<file path="src/rtl/sfb_pkg.sv">
// ----------------------------------------------------------------------------
// sfb_pkg: shared types and constants of the serial frame builder
// command format passed from front to back, frame constants, crc helper
// ----------------------------------------------------------------------------
`default_nettype none

package sfb_pkg;

    // input actions
    localparam logic ACT_START = 1'b0;
    localparam logic ACT_DATA  = 1'b1;

    // frame kinds
    localparam logic [7:0] KIND_ATTN  = 8'd1;
    localparam logic [7:0] KIND_FIRST = 8'd2;
    localparam logic [7:0] KIND_CONT  = 8'd3;

    // attention frame bytes
    localparam logic [7:0] ATTN_BYTE0 = 8'h01;
    localparam logic [7:0] ATTN_BYTE1 = 8'hFE;

    // data frame overhead: kind, ~kind, seq, len hi, len lo, crc lo, crc hi
    localparam logic [16:0] DATA_OVERHEAD = 17'd7;
    localparam logic [16:0] ATTN_LEN      = 17'd2;

    localparam logic [15:0] CRC_INIT = 16'hFFFF;
    localparam logic [15:0] CRC_POLY = 16'h8408;

    localparam logic [7:0] PKT_TYPE_RESET = 8'd22;
    localparam int unsigned PKT_MAX_DEFAULT = 32;

    localparam int unsigned QUEUE_DEPTH = 4;

    typedef enum logic [1:0] {
        OP_ATTN,
        OP_DSTART,
        OP_PAYLOAD
    } t_op;

    // one command for the back end
    // val holds the kind on a start and the data byte on a payload
    typedef struct packed {
        t_op         op;
        logic [7:0]  val;
        logic [7:0]  seq;
        logic [15:0] len;
        logic        last;
    } t_cmd;

    // reflected crc-16 update over one byte
    function automatic logic [15:0] crc_update(input logic [15:0] crc, input logic [7:0] b);
        logic [15:0] c;
        c = crc ^ {8'h00, b};
        for (int k = 0; k < 8; k++) begin
            if (c[0]) begin
                c = (c >> 1) ^ CRC_POLY;
            end else begin
                c = c >> 1;
            end
        end
        return c;
    endfunction

endpackage

`default_nettype wire

</file>
<file path="src/rtl/sfb_if.sv">
// ----------------------------------------------------------------------------
// sfb_if: channel interfaces of the serial frame builder
// valid/ready channels for input items and line bytes
// ----------------------------------------------------------------------------
`default_nettype none

interface sfb_in_if;
    logic        valid;
    logic        ready;
    logic        action;
    logic [7:0]  frame_kind;
    logic [7:0]  sequence_req;
    logic [15:0] payload_len;
    logic [7:0]  data_byte;

    modport source (
        output valid, action, frame_kind, sequence_req, payload_len, data_byte,
        input  ready
    );
    modport sink (
        input  valid, action, frame_kind, sequence_req, payload_len, data_byte,
        output ready
    );
endinterface

interface sfb_out_if;
    logic       valid;
    logic       ready;
    logic [7:0] out_byte;
    logic       packet_start;
    logic       frame_end;

    modport source (
        output valid, out_byte, packet_start, frame_end,
        input  ready
    );
    modport sink (
        input  valid, out_byte, packet_start, frame_end,
        output ready
    );
endinterface

`default_nettype wire

</file>
<file path="src/rtl/sfb_front.sv">
// ----------------------------------------------------------------------------
// sfb_front: input classifier
// accepts items, tracks open payload, pushes commands into the queue
// ----------------------------------------------------------------------------
`default_nettype none

module sfb_front (
    input  wire logic          i_clk,
    input  wire logic          i_rst_n,
    sfb_in_if.sink             i_in,
    input  wire logic          i_full,
    output logic               o_push,
    output sfb_pkg::t_cmd      o_cmd
);
    import sfb_pkg::*;

    logic [15:0] r_payload_left;
    logic [15:0] n_payload_left;
    logic        w_accept;

    assign i_in.ready = !i_full;
    assign w_accept   = i_in.valid && !i_full;

    always_comb begin
        n_payload_left = r_payload_left;
        o_push         = 1'b0;
        o_cmd.op       = OP_PAYLOAD;
        o_cmd.val      = i_in.data_byte;
        o_cmd.seq      = i_in.sequence_req;
        o_cmd.len      = i_in.payload_len;
        o_cmd.last     = (r_payload_left == 16'd1);
        if (w_accept) begin
            if (i_in.action == ACT_START) begin
                n_payload_left = '0;
                o_cmd.val      = i_in.frame_kind;
                unique case (i_in.frame_kind) inside
                    KIND_ATTN: begin
                        o_push   = 1'b1;
                        o_cmd.op = OP_ATTN;
                    end
                    KIND_FIRST, KIND_CONT: begin
                        o_push         = 1'b1;
                        o_cmd.op       = OP_DSTART;
                        n_payload_left = i_in.payload_len;
                    end
                    default: begin
                        // unknown kind: frame closed, nothing sent
                        o_push = 1'b0;
                    end
                endcase
            end else if (r_payload_left != '0) begin
                o_push         = 1'b1;
                n_payload_left = r_payload_left - 16'd1;
            end
        end
    end

    always_ff @(posedge i_clk) begin
        if (!i_rst_n) begin
            r_payload_left <= '0;
        end else begin
            r_payload_left <= n_payload_left;
        end
    end

endmodule

`default_nettype wire

</file>
<file path="src/rtl/sfb_queue.sv">
// ----------------------------------------------------------------------------
// sfb_queue: command queue
// small first-word-fall-through fifo between front and back
// ----------------------------------------------------------------------------
`default_nettype none

module sfb_queue (
    input  wire logic          i_clk,
    input  wire logic          i_rst_n,
    input  wire logic          i_push,
    input  wire sfb_pkg::t_cmd i_cmd,
    input  wire logic          i_pop,
    output logic               o_full,
    output logic               o_valid,
    output sfb_pkg::t_cmd      o_cmd
);
    import sfb_pkg::*;

    localparam int unsigned PTR_W = $clog2(QUEUE_DEPTH);

    t_cmd             r_mem [QUEUE_DEPTH];
    logic [PTR_W-1:0] r_wr_ptr;
    logic [PTR_W-1:0] r_rd_ptr;
    logic [PTR_W:0]   r_count;

    function automatic logic [PTR_W-1:0] ptr_next(input logic [PTR_W-1:0] p);
        return (p == PTR_W'(QUEUE_DEPTH - 1)) ? '0 : p + 1'b1;
    endfunction

    assign o_full  = (r_count == (PTR_W + 1)'(QUEUE_DEPTH));
    assign o_valid = (r_count != '0);
    assign o_cmd   = r_mem[r_rd_ptr];

    always_ff @(posedge i_clk) begin
        if (i_push) begin
            r_mem[r_wr_ptr] <= i_cmd;
        end
    end

    always_ff @(posedge i_clk) begin
        if (!i_rst_n) begin
            r_wr_ptr <= '0;
            r_rd_ptr <= '0;
            r_count  <= '0;
        end else begin
            if (i_push) begin
                r_wr_ptr <= ptr_next(r_wr_ptr);
            end
            if (i_pop) begin
                r_rd_ptr <= ptr_next(r_rd_ptr);
            end
            if (i_push && !i_pop) begin
                r_count <= r_count + 1'b1;
            end else if (!i_push && i_pop) begin
                r_count <= r_count - 1'b1;
            end
        end
    end

endmodule

`default_nettype wire

</file>
<file path="src/rtl/sfb_back.sv">
// ----------------------------------------------------------------------------
// sfb_back: byte sequencer
// expands commands into frame bytes, packet headers and the crc tail
// ----------------------------------------------------------------------------
`default_nettype none

module sfb_back #(
    parameter int unsigned MAX_PACKET_BYTES = sfb_pkg::PKT_MAX_DEFAULT
) (
    input  wire logic          i_clk,
    input  wire logic          i_rst_n,
    input  wire logic          i_valid,
    input  wire sfb_pkg::t_cmd i_cmd,
    input  wire logic [7:0]    i_pkt_type,
    output logic               o_pop,
    sfb_out_if.source          o_out
);
    import sfb_pkg::*;

    // byte positions inside a command
    localparam logic [2:0] POS_KIND   = 3'd0;
    localparam logic [2:0] POS_NKIND  = 3'd1;
    localparam logic [2:0] POS_SEQ    = 3'd2;
    localparam logic [2:0] POS_LENHI  = 3'd3;
    localparam logic [2:0] POS_LENLO  = 3'd4;
    localparam logic [2:0] POS_DCRCLO = 3'd5;
    localparam logic [2:0] POS_DCRCHI = 3'd6;
    localparam logic [2:0] POS_DATA   = 3'd0;
    localparam logic [2:0] POS_PCRCLO = 3'd1;
    localparam logic [2:0] POS_PCRCHI = 3'd2;

    typedef enum logic [1:0] {
        HDR_TYPE,
        HDR_LEN,
        HDR_CHECK
    } t_hdr;

    t_hdr        r_hdr,       n_hdr;
    logic        r_busy,      n_busy;
    logic [2:0]  r_idx,       n_idx;
    logic [16:0] r_frame,     n_frame;
    logic [7:0]  r_pkt,       n_pkt;
    logic [15:0] r_crc,       n_crc;
    logic        r_out_valid, n_out_valid;
    logic [7:0]  r_out_byte,  n_out_byte;
    logic        r_pstart,    n_pstart;
    logic        r_fend,      n_fend;

    logic        w_fresh;
    logic [16:0] w_frame;
    logic [7:0]  w_pkt;
    logic [15:0] w_crc;
    logic [15:0] w_fcs;
    logic [7:0]  w_hdr_len;
    logic [7:0]  w_byte;
    logic [2:0]  w_last_idx;
    logic        w_upd;
    logic        w_step;

    // a start command resets the frame state the first time it is worked on
    assign w_fresh = !r_busy && (i_cmd.op == OP_ATTN || i_cmd.op == OP_DSTART);
    assign w_frame = !w_fresh ? r_frame :
                     (i_cmd.op == OP_ATTN) ? ATTN_LEN : ({1'b0, i_cmd.len} + DATA_OVERHEAD);
    assign w_pkt   = w_fresh ? '0 : r_pkt;
    assign w_crc   = w_fresh ? CRC_INIT : r_crc;
    assign w_fcs   = ~w_crc;

    assign w_hdr_len = (w_frame > 17'(MAX_PACKET_BYTES)) ? 8'(MAX_PACKET_BYTES) : w_frame[7:0];

    always_comb begin
        w_byte     = '0;
        w_last_idx = '0;
        w_upd      = 1'b0;
        unique case (i_cmd.op)
            OP_ATTN: begin
                w_byte     = (r_idx == POS_KIND) ? ATTN_BYTE0 : ATTN_BYTE1;
                w_last_idx = POS_NKIND;
            end
            OP_DSTART: begin
                w_last_idx = (i_cmd.len == '0) ? POS_DCRCHI : POS_LENLO;
                w_upd      = (r_idx == POS_SEQ) || (r_idx == POS_LENHI) || (r_idx == POS_LENLO);
                case (r_idx)
                    POS_KIND:   w_byte = i_cmd.val;
                    POS_NKIND:  w_byte = ~i_cmd.val;
                    POS_SEQ:    w_byte = i_cmd.seq;
                    POS_LENHI:  w_byte = i_cmd.len[15:8];
                    POS_LENLO:  w_byte = i_cmd.len[7:0];
                    POS_DCRCLO: w_byte = w_fcs[7:0];
                    default:    w_byte = w_fcs[15:8];
                endcase
            end
            OP_PAYLOAD: begin
                w_last_idx = i_cmd.last ? POS_PCRCHI : POS_DATA;
                w_upd      = (r_idx == POS_DATA);
                case (r_idx)
                    POS_DATA:   w_byte = i_cmd.val;
                    POS_PCRCLO: w_byte = w_fcs[7:0];
                    default:    w_byte = w_fcs[15:8];
                endcase
            end
            default: begin
                w_byte = '0;
            end
        endcase
    end

    assign w_step = i_valid && (!r_out_valid || o_out.ready);

    always_comb begin
        n_hdr       = r_hdr;
        n_busy      = r_busy;
        n_idx       = r_idx;
        n_frame     = r_frame;
        n_pkt       = r_pkt;
        n_crc       = r_crc;
        n_out_valid = o_out.ready ? 1'b0 : r_out_valid;
        n_out_byte  = r_out_byte;
        n_pstart    = r_pstart;
        n_fend      = r_fend;
        o_pop       = 1'b0;
        if (w_step) begin
            n_busy      = 1'b1;
            n_frame     = w_frame;
            n_pkt       = w_pkt;
            n_crc       = w_crc;
            n_out_valid = 1'b1;
            n_pstart    = 1'b0;
            n_fend      = 1'b0;
            if (w_pkt == '0) begin
                // packet header ahead of the next frame byte
                unique case (r_hdr)
                    HDR_TYPE: begin
                        n_out_byte = i_pkt_type;
                        n_pstart   = 1'b1;
                        n_hdr      = HDR_LEN;
                    end
                    HDR_LEN: begin
                        n_out_byte = w_hdr_len;
                        n_hdr      = HDR_CHECK;
                    end
                    HDR_CHECK: begin
                        n_out_byte = i_pkt_type ^ w_hdr_len;
                        n_pkt      = w_hdr_len;
                        n_hdr      = HDR_TYPE;
                    end
                    default: begin
                        n_hdr = HDR_TYPE;
                    end
                endcase
            end else begin
                n_out_byte = w_byte;
                n_fend     = (w_frame == 17'd1);
                n_frame    = w_frame - 17'd1;
                n_pkt      = w_pkt - 8'd1;
                if (w_upd) begin
                    n_crc = crc_update(w_crc, w_byte);
                end
                if (r_idx == w_last_idx) begin
                    o_pop  = 1'b1;
                    n_idx  = '0;
                    n_busy = 1'b0;
                end else begin
                    n_idx = r_idx + 3'd1;
                end
            end
        end
    end

    always_ff @(posedge i_clk) begin
        if (!i_rst_n) begin
            r_hdr       <= HDR_TYPE;
            r_busy      <= 1'b0;
            r_idx       <= '0;
            r_frame     <= '0;
            r_pkt       <= '0;
            r_crc       <= CRC_INIT;
            r_out_valid <= 1'b0;
        end else begin
            r_hdr       <= n_hdr;
            r_busy      <= n_busy;
            r_idx       <= n_idx;
            r_frame     <= n_frame;
            r_pkt       <= n_pkt;
            r_crc       <= n_crc;
            r_out_valid <= n_out_valid;
        end
        r_out_byte <= n_out_byte;
        r_pstart   <= n_pstart;
        r_fend     <= n_fend;
    end

    assign o_out.valid        = r_out_valid;
    assign o_out.out_byte     = r_out_byte;
    assign o_out.packet_start = r_pstart;
    assign o_out.frame_end    = r_fend;

`ifndef SYNTHESIS
    a_hdr_only_at_packet_edge: assert property (@(posedge i_clk) disable iff (!i_rst_n)
        (r_hdr != HDR_TYPE) |-> (r_pkt == '0))
        else $error("header in progress while packet bytes remain");

    a_idle_means_clean: assert property (@(posedge i_clk) disable iff (!i_rst_n)
        !r_busy |-> (r_idx == '0 && r_hdr == HDR_TYPE))
        else $error("command position left over between commands");

    a_start_not_end: assert property (@(posedge i_clk) disable iff (!i_rst_n)
        (r_out_valid && r_pstart) |-> !r_fend)
        else $error("header byte marked as frame end");

    a_pop_ends_byte: assert property (@(posedge i_clk) disable iff (!i_rst_n)
        o_pop |=> (r_out_valid && !r_pstart))
        else $error("command retired without a frame byte");
`endif

endmodule

`default_nettype wire

</file>
<file path="src/rtl/serial_frame_builder_crc16.sv">
// ----------------------------------------------------------------------------
// serial_frame_builder_crc16: transmit frame builder with packet cutting
// builds attention and data frames with crc-16 fcs, split into packets
// ----------------------------------------------------------------------------
//
// channel   dir  handshake          payload
// i_in      in   valid/ready        action, frame_kind, sequence_req,
//                                   payload_len, data_byte
// o_out     out  valid/ready        out_byte, packet_start, frame_end
// i_cfg     in   write enable only  packet_type_code (8 bit)
//
// input takes one transaction per cycle while the command queue has room
// output sends one line byte per ready cycle; the back sequencer sets the pace
// attention start 5 bytes; data start 8 (5 frame bytes plus a 3-byte header),
// 10 with an empty payload; payload byte 1, 4 with a header, 3 or 6 at the end
// when the queue fills, i_in.ready drops until the back end retires a command
// synchronous active-low reset; type code returns to 22, no frame open
//
`default_nettype none

module serial_frame_builder_crc16 #(
    parameter int unsigned MAX_PACKET_BYTES = sfb_pkg::PKT_MAX_DEFAULT
) (
    input  wire logic        i_clk,
    input  wire logic        i_rst_n,
    sfb_in_if.sink           i_in,
    sfb_out_if.source        o_out,
    input  wire logic        i_cfg_we,
    input  wire logic [7:0]  i_cfg_wdata
);
    import sfb_pkg::*;

    // configured packet type byte; user writes only while idle, not enforced
    logic [7:0] r_pkt_type;

    // front to queue
    logic       w_push;
    t_cmd       w_push_cmd;
    logic       w_full;

    // queue to back
    logic       w_head_valid;
    t_cmd       w_head_cmd;
    logic       w_pop;

    always_ff @(posedge i_clk) begin
        if (!i_rst_n) begin
            r_pkt_type <= PKT_TYPE_RESET;
        end else if (i_cfg_we) begin
            r_pkt_type <= i_cfg_wdata;
        end
    end

    // front: classify items, drop stray payload bytes, track open payload
    sfb_front u_front (
        .i_clk   (i_clk),
        .i_rst_n (i_rst_n),
        .i_in    (i_in),
        .i_full  (w_full),
        .o_push  (w_push),
        .o_cmd   (w_push_cmd)
    );

    // queue: decouples input stalls from line-side stalls
    sfb_queue u_queue (
        .i_clk   (i_clk),
        .i_rst_n (i_rst_n),
        .i_push  (w_push),
        .i_cmd   (w_push_cmd),
        .i_pop   (w_pop),
        .o_full  (w_full),
        .o_valid (w_head_valid),
        .o_cmd   (w_head_cmd)
    );

    // back: headers, frame bytes, crc, output register
    sfb_back #(
        .MAX_PACKET_BYTES (MAX_PACKET_BYTES)
    ) u_back (
        .i_clk      (i_clk),
        .i_rst_n    (i_rst_n),
        .i_valid    (w_head_valid),
        .i_cmd      (w_head_cmd),
        .i_pkt_type (r_pkt_type),
        .o_pop      (w_pop),
        .o_out      (o_out)
    );

endmodule

`default_nettype wire

</file>
<file path="src/flat_wrapper.sv">
// flat-port wrapper written by rule: the top's interface ports become plain ports
module serial_frame_builder_crc16_flat import sfb_pkg::*;
#(
    parameter int unsigned MAX_PACKET_BYTES = sfb_pkg::PKT_MAX_DEFAULT
)
  (i_clk, i_rst_n, i_cfg_we, i_cfg_wdata, i_in_valid, i_in_action, i_in_frame_kind, i_in_sequence_req, i_in_payload_len, i_in_data_byte, i_in_ready, o_out_valid, o_out_out_byte, o_out_packet_start, o_out_frame_end, o_out_ready);
  sfb_in_if i_in_i ();
  sfb_out_if o_out_i ();
  input  wire logic i_clk;
  input  wire logic i_rst_n;
  input  wire logic i_cfg_we;
  input  wire logic [7:0] i_cfg_wdata;
  input wire logic [$bits(i_in_i.valid)-1:0] i_in_valid;
  input wire logic [$bits(i_in_i.action)-1:0] i_in_action;
  input wire logic [$bits(i_in_i.frame_kind)-1:0] i_in_frame_kind;
  input wire logic [$bits(i_in_i.sequence_req)-1:0] i_in_sequence_req;
  input wire logic [$bits(i_in_i.payload_len)-1:0] i_in_payload_len;
  input wire logic [$bits(i_in_i.data_byte)-1:0] i_in_data_byte;
  output wire logic [$bits(i_in_i.ready)-1:0] i_in_ready;
  output wire logic [$bits(o_out_i.valid)-1:0] o_out_valid;
  output wire logic [$bits(o_out_i.out_byte)-1:0] o_out_out_byte;
  output wire logic [$bits(o_out_i.packet_start)-1:0] o_out_packet_start;
  output wire logic [$bits(o_out_i.frame_end)-1:0] o_out_frame_end;
  input wire logic [$bits(o_out_i.ready)-1:0] o_out_ready;
  assign i_in_i.valid = i_in_valid;
  assign i_in_i.action = i_in_action;
  assign i_in_i.frame_kind = i_in_frame_kind;
  assign i_in_i.sequence_req = i_in_sequence_req;
  assign i_in_i.payload_len = i_in_payload_len;
  assign i_in_i.data_byte = i_in_data_byte;
  assign i_in_ready = i_in_i.ready;
  assign o_out_valid = o_out_i.valid;
  assign o_out_out_byte = o_out_i.out_byte;
  assign o_out_packet_start = o_out_i.packet_start;
  assign o_out_frame_end = o_out_i.frame_end;
  assign o_out_i.ready = o_out_ready;
  serial_frame_builder_crc16 #(.MAX_PACKET_BYTES(MAX_PACKET_BYTES)) u_core (.i_clk(i_clk), .i_rst_n(i_rst_n), .i_in(i_in_i), .o_out(o_out_i), .i_cfg_we(i_cfg_we), .i_cfg_wdata(i_cfg_wdata));
endmodule
</file>
<file path="config.mk">
export PLATFORM = sky130hd
export DESIGN_NAME = serial_frame_builder_crc16_flat
export DESIGN_NICKNAME = d
export VERILOG_FILES = /design/src/rtl/sfb_pkg.sv /design/src/rtl/sfb_if.sv /design/src/rtl/sfb_front.sv /design/src/rtl/sfb_queue.sv /design/src/rtl/sfb_back.sv /design/src/rtl/serial_frame_builder_crc16.sv /design/src/flat_wrapper.sv
export SDC_FILE = /design/constraint.sdc
export NUM_CORES = 1
export LEC_CHECK = 0
export BUFFER_PORTS_ARGS = -buffer_cell sky130_fd_sc_hd__buf_4
export CAP_MARGIN = 20
export CORE_ASPECT_RATIO = 0.8
export CORE_UTILIZATION = 55
export DETAILED_ROUTE_END_ITERATION = 8
export PLACE_DENSITY = 0.73
export SLEW_MARGIN = 20
export SYNTH_ARGS = -nofsm -noshare
export SYNTH_HDL_FRONTEND = slang
export SYNTH_SLANG_ARGS = --single-unit
</file>
<file path="constraint.sdc">
create_clock -name i_clk -period 6.6 [get_ports i_clk]
set_input_delay 1.32 -clock i_clk [delete_from_list [all_inputs] [get_ports i_clk]]
set_output_delay 1.32 -clock i_clk [all_outputs]
set_load 0.02 [all_outputs]
</file>
==> results of run 1 <==
==> logic make-up after synthesis <==
group / share of synthesized area [%]
adders and majority gates: 2.80
and+or+nand+nor: 15.4
xor gates and xnor gates: 2.91
DFF: 51.5
AOI/OAI and AO/OA: 15.3
muxes: 9.24
buffers and inverters: 2.94
==> cells in the mapped netlist (all sizes together), types with 5 or more instances <==
cell type,number
a211oi,9
a21o,9
a21oi,57
a22oi,10
a31oi,14
a32o,6
and2,12
buf,18
clkbuf,40
dfxtp,81
edfxtp,150
ha,25
inv,28
mux2,9
mux2i,21
mux4,35
nand2,120
nand2b,7
nand3,26
nand4,15
nor2,102
nor2b,13
nor3,28
nor3b,5
nor4,14
o211ai,22
o21a,11
o21ai,74
o221ai,6
o22a,6
o31a,6
o31ai,5
or3,11
or4,6
xnor2,23
xor2,14
==> power by group <==
group	internal (mW)	switching, mW
clock network	0.780	0.565
logic	1.21	1.99
registers	1.81	0.201
==> worst paths after layout <==
path / endpoint / slack (ns) / cells after the start
max: u_core.u_back.o_out.out_byte[0] / 1.35 / 13
min: u_core.u_back.r_frame[3] / 0.45 / 2
min reg2reg: u_core.u_back.r_frame[3] / 0.45 / 2
max reg2reg: u_core.u_back.o_out.out_byte[0] / 1.35 / 13
==> stage by stage <==
stage,power [mW],util (%)
6_report,6.56,64.0
5_1_grt,6.95,64.0
4_1_cts,6.53,64.0
3_5_place_dp,5.17,60.3
3_3_place_gp,5.12,60.3
2_1_floorplan,4.35,-
==> routing by layer <==
metal	track usage, %	up-vias	share of wire (%)
met5	0	-	0
met4	6.58	0	2.1
met3	4.46	51	8.5
met2	41.4	440	44
met1	40.8	4524	45
li1	-	4270	-
==> worst reg2reg max path, delay by kind of cell, from the launching register on <==
| kind | cells | cell delay (ns) |
|---|---|---|
| AO/OA/AOI/OAI | 4 | 1.36 |
| adder cells (fa/ha/maj) | 2 | 0.78 |
| buffers and inverters | 2 | 0.27 |
| flip-flops | 1 | 0.70 |
| multiplexers | 1 | 0.63 |
| AND/OR/NAND/NOR | 4 | 1.27 |
==> area by class of cell <==
class / instances / share of cell area, %
clock inverters: 14 / 0.934
inverters: 30 / 0.840
well taps: 269 / 2.51
repair buffers: 82 / 4.59
flip-flops and latches: 231 / 45.7
clock buffers: 29 / 4.86
multi-input cells: 785 / 40.5
==> registers in the layout, indices dropped and copies added, names as in the netlist, 2 cells and up, named ones only <==
register,cells
u_core.u_back.o_out.out_byte,8
u_core.r_pkt_type,8
u_core.u_back.r_pkt,8
u_core.u_front.r_payload_left,16
u_core.u_back.r_hdr,2
u_core.u_queue.r_rd_ptr,2
u_core.u_queue.r_count,3
u_core.u_back.r_frame,17
u_core.u_back.r_idx,3
u_core.u_queue.r_mem,140
u_core.u_back.r_crc,16
u_core.u_queue.r_wr_ptr,2
==> results.yml, run 1 <==
run_status:
  outcome: "finished with violations"
  violations: "DRC"
sta:
  rsz0062_at_grt: "no"
  fin_tns_setup_ns: 0
  worst_slack_ns: 1.35
  slew_viol_final: 0
  worst_slew_pin_slew_ns: 0.996
  timing.fmax_ghz: 0.191
  hold_violations: 0
  fin_crit_sh_pct: 79.5
  finalSetupViolCount: 0
  finClkSkew_ns: 0.0172
  whs_ns: 0.451
  fin_crit_ns: 5.25
  max-slew-margin-rel_pct: 32.9
cts:
  post_cts_buffers: 0
  post_cts_resized: 0
  hold_buffers: 0
  cts.sinks: 231
  cts_made_buffers: 24
  cts.clk_slew.worst_paths_ns: 0.07
  tritoncts: "done"
  htreeDepth: 1
  cts_max_path_buffers: 3
  clock_latency_ns: 0.52
  cts.root.buffer_cell: "clkbuf_16"
routing:
  drt_iter0_markers: 1023
  num_vias: 9285
  first_pass_iters: 7
  via_per_inst: 6.45
  drc: 5
  ant_nets: 0
  wire_per_inst_um: 21.1
  drt_wl_total_um: 30300
worst_hold_path:
  hold_path.startpoint: "u_core.u_back.r_frame[3]"
  hp-class: "flip-flop to flip-flop"
global_routing:
  gr-total-overflow: 0
  grt_pass1_vias: 8553
  grtUsageTotal_pct: 27.2
  grt_pass1_wl_um: 47500
  antenna_found_initial: 0
  grt_max_degree: 48
final_layout:
  layout.nets: 1234
  final_cell_mix: "150 x edfxtp_1, 120 x nand2_1, 102 x nor2_1"
  multiInputGateArea_um2: 5430
  finalNonFillerCells: 1440
  area_growth_pct: 12.6
  layout-drive-gt1-share_pct: 14.7
  diodes: 0
  regArea_um2: 6130
  final_cell_area_um2: 13400
  final_common_cell: "edfxtp_1"
  fillers: 1672
critical_path:
  crit_family: "compound AO/OA/AOI/OAI gates"
  path_cells: "mux4_2 > inv_1 > ha_1 > o21ba_2 > nand2b_1 > o21ai_1 > inv_1 > ha_1 > a21o_1 > and3b_1 > nand2_1 > o21ai_0 > or3b_1"
  worst-path-buf-inv: 2
  endpoint_kind: "flip-flop"
  start_kind: "flip-flop"
  slowest_stage: "dfxtp_2"
  required_ns: 6.87
  crit_arrival_ns: 5.52
  crit_type: "flip-flop to flip-flop"
  worst-path-max-fanout: 17
  cpPeakStageDelay_ns: 0.70
place:
  dpl_worst_slack_ns: 1.37
  placed_cells: 1397
  hpwlAfterDp_um: 20400
  place_area_um2: 12600
  io_buffers: 65
  gp_congestion: 0.981
yosys:
  syn_nets: 1184
  ys.flop_type: "edfxtp_1"
  synth_top_cell_by_area: "edfxtp_1"
  synth-edff-count: 150
  ys_top_cells_by_area: "edfxtp_1 38%, dfxtp_1 14%, mux4_2 6.6%, nand2_1 3.8%, nor2_1 3.2%"
  postSynth.asyncResetShare_pct: 0
  synth_area_um2: 11900
  yosysSeqAreaShare_pct: 51.5
  synth_seq_cells: 231
  avgSynthCellArea_um2: 10.8
  postSynthCellCount: 1104
  synth.distinct_cells: 82
  yosysWarnings: 0
  synth_top_area_share_pct: 37.8
pwr:
  power.density_nw_per_um2: 490
  ir_worst_vdd_mv: 0.356
  p_leak_nw: 4.70
job:
  drv_cap: 0
floorplan:
  start_util_pct: 56.9
  die_area_um2: 22200
  io-pin-count: 66
  die_y_um: 134
  fp.coreArea_um2: 20900
  die-width_um: 166
  fp-row-count: 47
No activity file was read; power rests on OpenSTA's default activity.
==> run 2, diff against run 1 <==
Settings changed: PLACE_DENSITY 0.73 to 0.76.
Clock period 6.6 ns to 4.6 ns, I/O delays scaled along.
==> run 2 against run 1 <==
The run still ends with DRC left. Critical path depth decreased by 3. Largest cell class unchanged. Power up 48%. Clock-buffer cell count did not move. Via count rose by 0.72%. Clock power up 67%. Wire length down 1.6%. Critical path type unchanged.
==> results.yml, run 2 (synthesis gave the netlist of run 1 again) <==
run_status:
  outcome: "finished with violations"
  violations: "DRC"
critical_path:
  crit_top_cell: "nand4_1"
  cpPeakStageDelay_ns: 0.60
  start_kind: "flip-flop"
  crit_type: "flip-flop to flip-flop"
  endpoint_kind: "flip-flop"
  reg2reg_depth: 10
  worst-path-max-fanout: 23
  reg2reg_slack_ns: 0.32
  rr_endpoint: "u_core.u_back.o_out.out_byte[1]"
  worst-path-buf-inv: 1
  crit_arrival_ns: 4.55
  required_ns: 4.87
  path_cells: "buf_4 > mux4_2 > nand4_1 > o311a_1 > a211oi_1 > o211ai_1 > and4bb_1 > nand4_1 > mux2i_1 > a211o_1"
  crit_family: "compound AO/OA/AOI/OAI gates"
  slowest_stage: "and4bb_1"
routing:
  drt_iter0_markers: 1165
  first_pass_iters: 8
  ant_nets: 0
  drt_wl_total_um: 29900
  wire_per_inst_um: 20.6
  drc: 4
  num_vias: 9352
  via_per_inst: 6.45
cts:
  cts_max_path_buffers: 3
  post_cts_resized: 0
  cts.clk_slew.worst_paths_ns: 0.06
  clock_latency_ns: 0.54
  cts_made_buffers: 24
  post_cts_buffers: 0
  hold_buffers: 0
  cts.sinks: 231
  htreeDepth: 1
  cts.root.buffer_cell: "clkbuf_16"
  tritoncts: "done"
final_layout:
  layout-drive-gt1-share_pct: 15.8
  largest_register_ffs: 140
  final_cell_mix: "150 x edfxtp_1, 120 x nand2_1, 101 x nor2_1"
  layout.nets: 1242
  final_common_cell: "edfxtp_1"
  area_growth_pct: 14.3
  reg.largest.list: "u_core.u_queue.r_mem: 140 flops, u_core.u_back.r_frame: 17 flops"
  finalNonFillerCells: 1449
  top_register: "u_core.u_queue.r_mem"
  diodes: 0
  final_cell_area_um2: 13600
pwr:
  p_leak_nw: 4.81
  power.density_nw_per_um2: 716
  ir_worst_vdd_mv: 0.338
place:
  hpwlAfterDp_um: 20300
  placed_cells: 1405
  place_area_um2: 12700
  io_buffers: 65
  dpl_worst_slack_ns: 0.417
  gp_congestion: 0.958
floorplan:
  start_util_pct: 56.9
  fp-row-count: 47
  die_area_um2: 22200
  die_y_um: 134
  fp.coreArea_um2: 20900
  io-pin-count: 66
  die-width_um: 166
global_routing:
  grt_pass1_vias: 8680
  antenna_found_initial: 0
  grtUsageTotal_pct: 26.9
  grt_max_degree: 39
  grt_pass1_wl_um: 47100
  gr-total-overflow: 0
sta:
  timing.fmax_ghz: 0.234
  finalSetupViolCount: 0
  worst_slew_pin_slew_ns: 1.04
  whs_ns: 0.461
  hold_violations: 0
  finClkSkew_ns: 0.0203
  slew_viol_final: 0
  rsz0062_at_grt: "no"
  fin_tns_setup_ns: 0
  max-slew-margin-rel_pct: 29.9
  fin_crit_ns: 4.28
  worst_slack_ns: 0.321
  fin_crit_sh_pct: 93.0
worst_hold_path:
  hold_path.startpoint: "u_core.u_back.r_frame[3]"
  worst_hold_path.num_cells: 2
  hp-class: "flip-flop to flip-flop"
  min_to: "u_core.u_back.r_frame[3]"
job:
  drv_cap: 0
## run 2: cell types whose count changed in the layout (fill, tap and decap cells not counted), moves of 2 or more
cell,change
clkinv_4,+2
clkbuf_1,-3
bufinv_16,+4
buf_4,+8
clkbuf_8,+3
clkinv_2,-4
clkinv_1,-2
## run 2: layer usage
layer	GRT usage, %	up-vias	part of all wire, %
li1	-	4297	-
met1	39.0	4523	44
met2	41.3	481	44
met3	5.67	51	9.4
met4	7.30	0	2.2
met5	0	-	0
## run 2: through the flow
step                total power, mW  utilization [%]
floorplan                      6.29                -
global placement               7.34             60.6
detailed placement             7.42             60.6
CTS                            9.66             65.0
global route                   10.3             65.0
finish                         9.74             65.0
## run 2: tightest hold or removal path: cells and delay by family (launching register included)
kind,cells,cell delay (ns)
flip-flops,1,0.31
AO/OA/AOI/OAI,1,0.05
AND/OR/NAND/NOR,1,0.05
## run 2: worst max-delay path by stage
stage               slack, ns  cells after the start                              end  startpoint
finish                   0.32                     10  u_core.u_back.o_out.out_byte[1]   flip-flop
global route             0.05                     10  u_core.u_back.o_out.out_byte[1]   flip-flop
CTS                      0.37                     10  u_core.u_back.o_out.out_byte[1]   flip-flop
detailed placement       0.42                     10  u_core.u_back.o_out.out_byte[1]   flip-flop
global placement         0.48                     10  u_core.u_back.o_out.out_byte[0]   flip-flop
floorplan               0.008                     24        u_core.u_queue.r_count[2]   flip-flop
## run 2: area by class of cell
type                            instances  area, um^2
Clock buffer                           29         681
Clock inverter                         15         243
Fill cell                            1601        7330
Inverter                               30         113
Multi-Input combinational cell        785        5430
Sequential cell                       231        6130
Tap cell                              269         337
Timing Repair Buffer                   90         676
## run 2: power breakdown
| group | switching (mW) | leakage [nW] | total (mW) | internal (mW) |
|---|---|---|---|---|
| registers | 0.254 | 2.04 | 2.86 | 2.60 |
| clock network | 0.842 | 0.444 | 2.24 | 1.39 |
| logic | 2.90 | 2.33 | 4.65 | 1.75 |
| total | 3.99 | 4.81 | 9.74 | 5.75 |
